==> config.mk <==
export PLATFORM = sky130hd
export DESIGN_NAME = texel_lerp_over_rgb565
export DESIGN_NICKNAME = d
export VERILOG_FILES = /design/src/hdl/tlo_pkg.sv /design/src/hdl/texel_lerp_over_rgb565.sv /design/src/hdl/tlo_lerp.sv /design/src/hdl/tlo_scale.sv /design/src/hdl/tlo_blend.sv
export SDC_FILE = /design/constraint.sdc
export NUM_CORES = 2
export LEC_CHECK = 0
export ABC_CLOCK_PERIOD_IN_PS = 7600
export BUFFER_PORTS_ARGS = -buffer_cell sky130_fd_sc_hd__buf_2
export CAP_MARGIN = 20
export CORE_MARGIN = 1
export CORE_UTILIZATION = 35
export CTS_CLUSTER_DIAMETER = 150
export DETAILED_ROUTE_END_ITERATION = 16
export SLEW_MARGIN = 30
export SYNTH_ARGS = -nofsm -noshare
export SYNTH_HDL_FRONTEND = slang
export SYNTH_SLANG_ARGS = --single-unit
==> constraint.sdc <==
create_clock -name clk -period 7.6 [get_ports clk]
set_clock_uncertainty 0.1 [all_clocks]
set_input_delay 1.52 -clock clk [delete_from_list [all_inputs] [get_ports clk]]
set_output_delay 1.52 -clock clk [all_outputs]
set_load 0.05 [all_outputs]
==> src/hdl/tlo_pkg.sv <==
// Shared types, constants and helper functions for the texel lerp and over-composite pipeline.
package tlo_pkg;

  localparam int unsigned TEXEL_W   = 32;
  localparam int unsigned CHAN_W    = 8;
  localparam int unsigned PIXEL_W   = 16;
  localparam int unsigned CHANNELS  = 4;
  localparam int unsigned PROD_W    = 16;

  localparam logic [7:0] ALPHA_CLEAR  = 8'd0;
  localparam logic [7:0] ALPHA_OPAQUE = 8'd255;
  localparam logic [7:0] CHAN_MAX     = 8'd255;

  // Stage 1 -> stage 2: interpolated source and widened destination channels.
  typedef struct packed {
    logic [TEXEL_W-1:0] texel;
    logic [CHAN_W-1:0]  dst_r8;
    logic [CHAN_W-1:0]  dst_g8;
    logic [CHAN_W-1:0]  dst_b8;
    logic [PIXEL_W-1:0] dst;
  } lerp_out_t;

  // Stage 2 -> stage 3: destination channels scaled by the inverse alpha.
  typedef struct packed {
    logic [TEXEL_W-1:0] texel;
    logic [PROD_W-1:0]  prod_r;
    logic [PROD_W-1:0]  prod_g;
    logic [PROD_W-1:0]  prod_b;
    logic [PIXEL_W-1:0] dst;
  } scale_out_t;

  // floor(d*255/31) = 8d + floor(7d/31); the fraction steps at these codes.
  function automatic logic [7:0] expand5(input logic [4:0] d);
    logic [2:0] frac;
    frac = 3'd0;
    if (d >= 5'd5)  frac = 3'd1;
    if (d >= 5'd9)  frac = 3'd2;
    if (d >= 5'd14) frac = 3'd3;
    if (d >= 5'd18) frac = 3'd4;
    if (d >= 5'd23) frac = 3'd5;
    if (d >= 5'd27) frac = 3'd6;
    if (d == 5'd31) frac = 3'd7;
    return {d, 3'b000} + {5'd0, frac};
  endfunction

  // floor(d*255/63) = 4d + floor(d/21).
  function automatic logic [7:0] expand6(input logic [5:0] d);
    logic [1:0] frac;
    frac = 2'd0;
    if (d >= 6'd21) frac = 2'd1;
    if (d >= 6'd42) frac = 2'd2;
    if (d == 6'd63) frac = 2'd3;
    return {d, 2'b00} + {6'd0, frac};
  endfunction

  // floor(x/255), exact for x up to 255*255.
  function automatic logic [7:0] div255(input logic [15:0] x);
    logic [16:0] t;
    t = {1'b0, x} + 17'd1 + {9'd0, x[15:8]};
    return t[15:8];
  endfunction

endpackage

==> src/hdl/texel_lerp_over_rgb565.sv <==
// Top level of the texel interpolation and premultiplied-alpha over composite into RGB565.
//
// Each item is two premultiplied RGBA8888 texels, an 8-bit weight and the current RGB565
// destination pixel; the block returns one new RGB565 pixel per item. A new item may be
// issued on every clock (busy stays low), and its result appears on composited_pixel with
// done high for one cycle once the item has passed the last stage. The three register
// stages are interpolation with destination widening, the inverse-alpha multiply, and the
// divide by 255 with saturation and packing. The receiver cannot stall the output, so each
// result must be captured in the cycle that done is high.
module texel_lerp_over_rgb565
  import tlo_pkg::*;
(
  input  logic               clk,
  input  logic               rst,
  input  logic               start,
  output logic               busy,
  input  logic [TEXEL_W-1:0] texel_first,
  input  logic [TEXEL_W-1:0] texel_second,
  input  logic [CHAN_W-1:0]  blend_weight,
  input  logic [PIXEL_W-1:0] dst_pixel,
  output logic               done,
  output logic [PIXEL_W-1:0] composited_pixel
);

  logic       accept;
  logic       lerp_valid;
  lerp_out_t  lerp_data;
  logic       scale_valid;
  scale_out_t scale_data;

  // the pipeline never stalls, so an item is taken whenever start is high
  assign busy   = 1'b0;
  assign accept = start && !busy;

  tlo_lerp u_lerp (
    .clk          (clk),
    .rst          (rst),
    .in_valid     (accept),
    .texel_first  (texel_first),
    .texel_second (texel_second),
    .blend_weight (blend_weight),
    .dst_pixel    (dst_pixel),
    .out_valid    (lerp_valid),
    .out_data     (lerp_data)
  );

  tlo_scale u_scale (
    .clk       (clk),
    .rst       (rst),
    .in_valid  (lerp_valid),
    .in_data   (lerp_data),
    .out_valid (scale_valid),
    .out_data  (scale_data)
  );

  tlo_blend u_blend (
    .clk       (clk),
    .rst       (rst),
    .in_valid  (scale_valid),
    .in_data   (scale_data),
    .out_valid (done),
    .out_pixel (composited_pixel)
  );

  // every accepted item comes out as a done strobe
  a_item_delivered: assert property (@(posedge clk) disable iff (rst)
    accept |-> ##3 done)
    else $error("accepted item was not delivered three cycles later");

  // no result without a matching item taken before it
  a_no_invented: assert property (@(posedge clk) disable iff (rst)
    done |-> $past(accept, 3))
    else $error("result strobe without a matching item");

endmodule

==> src/hdl/tlo_lerp.sv <==
// Stage 1: per-channel texel interpolation and destination channel widening.
module tlo_lerp
  import tlo_pkg::*;
(
  input  logic               clk,
  input  logic               rst,
  input  logic               in_valid,
  input  logic [TEXEL_W-1:0] texel_first,
  input  logic [TEXEL_W-1:0] texel_second,
  input  logic [CHAN_W-1:0]  blend_weight,
  input  logic [PIXEL_W-1:0] dst_pixel,
  output logic               out_valid,
  output lerp_out_t          out_data
);

  logic [8:0]         weight_inv;
  logic [TEXEL_W-1:0] texel_mix;
  lerp_out_t          data_next;

  assign weight_inv = 9'd256 - {1'b0, blend_weight};

  always_comb begin
    logic [16:0] acc;
    for (int c = 0; c < CHANNELS; c++) begin
      acc = ({9'd0, texel_first[c*CHAN_W +: CHAN_W]} * {8'd0, weight_inv})
          + ({9'd0, texel_second[c*CHAN_W +: CHAN_W]} * {9'd0, blend_weight});
      texel_mix[c*CHAN_W +: CHAN_W] = acc[15:8];
    end
  end

  always_comb begin
    data_next.texel  = texel_mix;
    data_next.dst_r8 = expand5(dst_pixel[15:11]);
    data_next.dst_g8 = expand6(dst_pixel[10:5]);
    data_next.dst_b8 = expand5(dst_pixel[4:0]);
    data_next.dst    = dst_pixel;
  end

  always_ff @(posedge clk) begin
    if (rst) begin
      out_valid <= 1'b0;
    end else begin
      out_valid <= in_valid;
    end
  end

  always_ff @(posedge clk) begin
    out_data <= data_next;
  end

endmodule

==> src/hdl/tlo_scale.sv <==
// Stage 2: scale the widened destination channels by the inverse source alpha.
module tlo_scale
  import tlo_pkg::*;
(
  input  logic       clk,
  input  logic       rst,
  input  logic       in_valid,
  input  lerp_out_t  in_data,
  output logic       out_valid,
  output scale_out_t out_data
);

  logic [CHAN_W-1:0] alpha_inv;
  scale_out_t        data_next;

  assign alpha_inv = CHAN_MAX - in_data.texel[31:24];

  always_comb begin
    data_next.texel  = in_data.texel;
    data_next.prod_r = {8'd0, in_data.dst_r8} * {8'd0, alpha_inv};
    data_next.prod_g = {8'd0, in_data.dst_g8} * {8'd0, alpha_inv};
    data_next.prod_b = {8'd0, in_data.dst_b8} * {8'd0, alpha_inv};
    data_next.dst    = in_data.dst;
  end

  always_ff @(posedge clk) begin
    if (rst) begin
      out_valid <= 1'b0;
    end else begin
      out_valid <= in_valid;
    end
  end

  always_ff @(posedge clk) begin
    out_data <= data_next;
  end

endmodule

==> src/hdl/tlo_blend.sv <==
// Stage 3: divide by 255, add with saturation, pack to RGB565 and pick the special cases.
module tlo_blend
  import tlo_pkg::*;
(
  input  logic               clk,
  input  logic               rst,
  input  logic               in_valid,
  input  scale_out_t         in_data,
  output logic               out_valid,
  output logic [PIXEL_W-1:0] out_pixel
);

  logic [CHAN_W-1:0]  alpha;
  logic [CHAN_W-1:0]  sum_r;
  logic [CHAN_W-1:0]  sum_g;
  logic [CHAN_W-1:0]  sum_b;
  logic [PIXEL_W-1:0] pixel_next;

  function automatic logic [7:0] add_sat(input logic [7:0] s, input logic [15:0] prod);
    logic [8:0] v;
    v = {1'b0, s} + {1'b0, div255(prod)};
    return v[8] ? CHAN_MAX : v[7:0];
  endfunction

  assign alpha = in_data.texel[31:24];
  assign sum_r = add_sat(in_data.texel[7:0],   in_data.prod_r);
  assign sum_g = add_sat(in_data.texel[15:8],  in_data.prod_g);
  assign sum_b = add_sat(in_data.texel[23:16], in_data.prod_b);

  always_comb begin
    if (alpha == ALPHA_CLEAR) begin
      pixel_next = in_data.dst;
    end else if (alpha == ALPHA_OPAQUE) begin
      pixel_next = {in_data.texel[7:3], in_data.texel[15:10], in_data.texel[23:19]};
    end else begin
      pixel_next = {sum_r[7:3], sum_g[7:2], sum_b[7:3]};
    end
  end

  always_ff @(posedge clk) begin
    if (rst) begin
      out_valid <= 1'b0;
    end else begin
      out_valid <= in_valid;
    end
  end

  always_ff @(posedge clk) begin
    out_pixel <= pixel_next;
  end

  // transparent source leaves the destination as it was
  a_clear_passes_dst: assert property (@(posedge clk) disable iff (rst)
    (in_valid && alpha == ALPHA_CLEAR) |=> (out_valid && out_pixel == $past(in_data.dst)))
    else $error("transparent item did not return the destination pixel");

  // opaque source ignores the destination
  a_opaque_packs_src: assert property (@(posedge clk) disable iff (rst)
    (in_valid && alpha == ALPHA_OPAQUE) |=>
      (out_pixel == {$past(in_data.texel[7:3]), $past(in_data.texel[15:10]),
                     $past(in_data.texel[23:19])}))
    else $error("opaque item did not pack the source pixel");

endmodule

==> metrics.md <==
| Metric | Value |
|---|---|
| #FFs+latches synth | 171 |
| Clk pin slew, worst setup/hold paths | 70 ps |
| Main flop type after synthesis | dfxtp_1 |
| Final #Nets | 4,277 |
| Asr flop ratio synth | 0% |
| Core area | 82,400 um2 |
| Number of synthesized flops with an enable pin | 0 |
| Initial core utilization | 35.5% |
| Via count of the routed design | 20,600 |
| GRT Total Usage | 17.2% |
| Clock latency at the later pin of the worst-skew pair | 480 ps |
| Worst slew pin tran | 674 ps |
| Critical path launch point type | primary input |
| Fill cells | 8,229 |
| Critical path data arrival time | 7470 ps |
| Compound-Gate Fraction of Synth Area | 5.29% |
| Kind of critical path | in2reg |
| RSZ-0062 raised after global routing | false |
| Cell type with the largest total area after synthesis | fa_1 |
| Post-route ant nets | 0 |
| Crit share post-route | 94.4% |
| Avg Cell Area, Syn | 9.22 um2 |
| Cts bufs inserted | 17 |
| Vias in the first global route | 21,900 |
| First DRT Iteration DRCs | 904 |
| Status | complete, no violations |
| Hpwl dp | 58,000 um |
| List of most frequent post-synthesis cells | 666 x inv_1, 508 x fa_1, 391 x ha_1, 322 x and2_1, 260 x nand2_1 |
| Drt via density | 4.72 |
| H-tree lvl count | 4 |
| Final setup fails | 0 |
| Cell mode on critical path | fa_1 |
| Top-area cell type share of the netlist area | 34.7% |
| Pin count of the biggest net entering global routing | 33 |
| Area contributors post-synth | fa_1 35%, ha_1 17%, dfxtp_1 12% |
| Cell family with most CP delay | adder cells |
| Global-route wire length before repair | 116,000 um |
| Final instance area | 32,100 um2 |
| Cell row count | 105 |
| Main combinational cell family by area after synthesis | adder cells |
| Final Max Tran Viols | 0 |
| Port bufs | 107 |
| Drt total wl | 69,600 um |
| Post-Syn Area | 29,300 um2 |
| Clock Sinks | 171 |
| TritonCTS clock tree | done |
| Crit-path max cell delay | 530 ps |
| Num ports | 109 |
| Final Hold Viols | 0 |
| Worst hold path class | reg2reg |
| Deepest clock path buffer count | 2 |
| Buf/Inv on CP | 9 |
| Placer congestion estimate | 0.869 |
| Hold_buf cts | 0 |
| Count leader, synth | inv_1 |
| FMAX | 0.139 GHz |
| Netlist cell types | 65 |
| Die area | 84,800 um2 |
| Die height | 291 um |
| Initial antenna violation count | 9 |
| Dpl cell area | 31,500 um2 |
| Syn Inst Count | 3,177 |
| Multiplexer share of the synthesized area | 0.111% |
| Simple-Gate Fraction of Synth Area | 18.0% |
| Critical-path top delay cell | fa_1 |
| MaxCap Viol Count | 0 |
| Critical Path End Type | register |
| Yosys warnings | 0 |
| Cts repair resizes | 0 |
| Worst Path Required | 7890 ps |
| Syn Nets | 4,167 |
| Relative slew slack | 54.6% |
| DRC viols | 0 |
| Die span in x | 291 um |
| Post-CTS Setup Repair Bufs | 0 |
| Share of layout cells above drive strength 1 | 7.49% |
| Total grt overflow | 0 |
| Register area share after synthesis | 11.7% |
| DR WL/cell | 15.9 um |
| Xor and xnor area share after synthesis | 3.62% |
| Post-Synth Adder-Cell Area | 51.4% |
| Min Tclk post-route | 7170 ps |
| Crit path max fanout | 9 |
| Area Growth Syn to Fin | 9.73% |
| Clock root buffer | clkbuf_16 |
| Drt first pass iters | 5 |
==> cell families (layout without fill, tap and decap cells) <==
family                     Yosys count  in the layout
adders and majority gates          899            899
buffers and inverters              767            889
DFF                                171            171
other                                1              3
AOI/OAI and AO/OA                  234            234
xor gates and xnor gates           121            121
muxes                                3              3
and+or+nand+nor                    981            981
==> layout by cell type (no fill, tap or decap), types with 8 or more instances in the layout <==
master	count
inv_1	666
fa_1	508
ha_1	391
and2_1	322
nand2_1	260
dfxtp_1	171
nor2b_1	129
buf_2	107
xnor2_1	90
nand2b_1	89
buf_4	83
nor2_1	75
a21oi_1	59
o21ai_0	40
nor3_1	30
xor2_1	25
nand3_1	22
a21o_1	18
clkbuf_16	17
o21a_1	15
nand4_1	15
o22ai_1	13
o211ai_1	12
o21bai_1	10
a31oi_1	9
and3_1	8
==> flip-flops by register name (all words and copies together), names as in the netlist <==
name / flops
u_blend.out_valid: 1
u_scale.out_valid: 1
u_lerp.out_data: 56
u_lerp.out_valid: 1
u_scale.out_data: 96
u_blend.out_pixel: 16
==> layer usage <==
layer / track usage (%) / up-vias / share of wire (%)
met2: 27.7 / 430 / 45
met3: 3.34 / 77 / 5.2
li1: - / 9903 / -
met5: 0 / - / 0.13
met4: 3.66 / 14 / 1.6
met1: 23.8 / 10200 / 48
==> stage by stage <==
stage          TNS, ps  hold WS (ps)  worst slack [ps]  std cells  utilization, %
3_5_place_dp      -976           212              -144       4338            38.3
5_1_grt              0           229              22.1       4369            39.0
3_3_place_gp     -38.2           210             -19.5       4338            38.3
4_1_cts              0           228               403       4369            39.0
2_1_floorplan    -6.42           210             -6.42       3177               -
6_report             0           227               425       4371            39.0
==> area by class of cell <==
| cell class | instances | area, um2 | area share [%] |
|---|---|---|---|
| Multi-Input combinational cell | 2239 | 23100 | 71.8 |
| Sequential cell | 171 | 3420 | 10.7 |
| Inverter | 666 | 2500 | 7.78 |
| Tap cell | 1070 | 1340 | 4.17 |
| Timing Repair Buffer | 192 | 1200 | 3.73 |
| Clock buffer | 18 | 439 | 1.37 |
| Clock inverter | 13 | 158 | 0.491 |
| Antenna cell | 2 | 5.00 | 0.0156 |
==> final timing paths <==
path | slack, ps | to | from | cells after the start
worst min register to register | 230 | u_scale.out_data[74] | u_lerp.out_data[50] | 0
worst max register to register | 2790 | u_scale.out_data[47] | u_lerp.out_data[67] | 12
worst max-delay path | 430 | u_lerp.out_data[53] | blend_weight[0] | 27
worst min-delay path | 230 | u_scale.out_data[74] | u_lerp.out_data[50] | 0
Power is left out: the tool's default activity adds up to more than one toggle a clock period on the data nets, which glitch-free logic cannot reach.
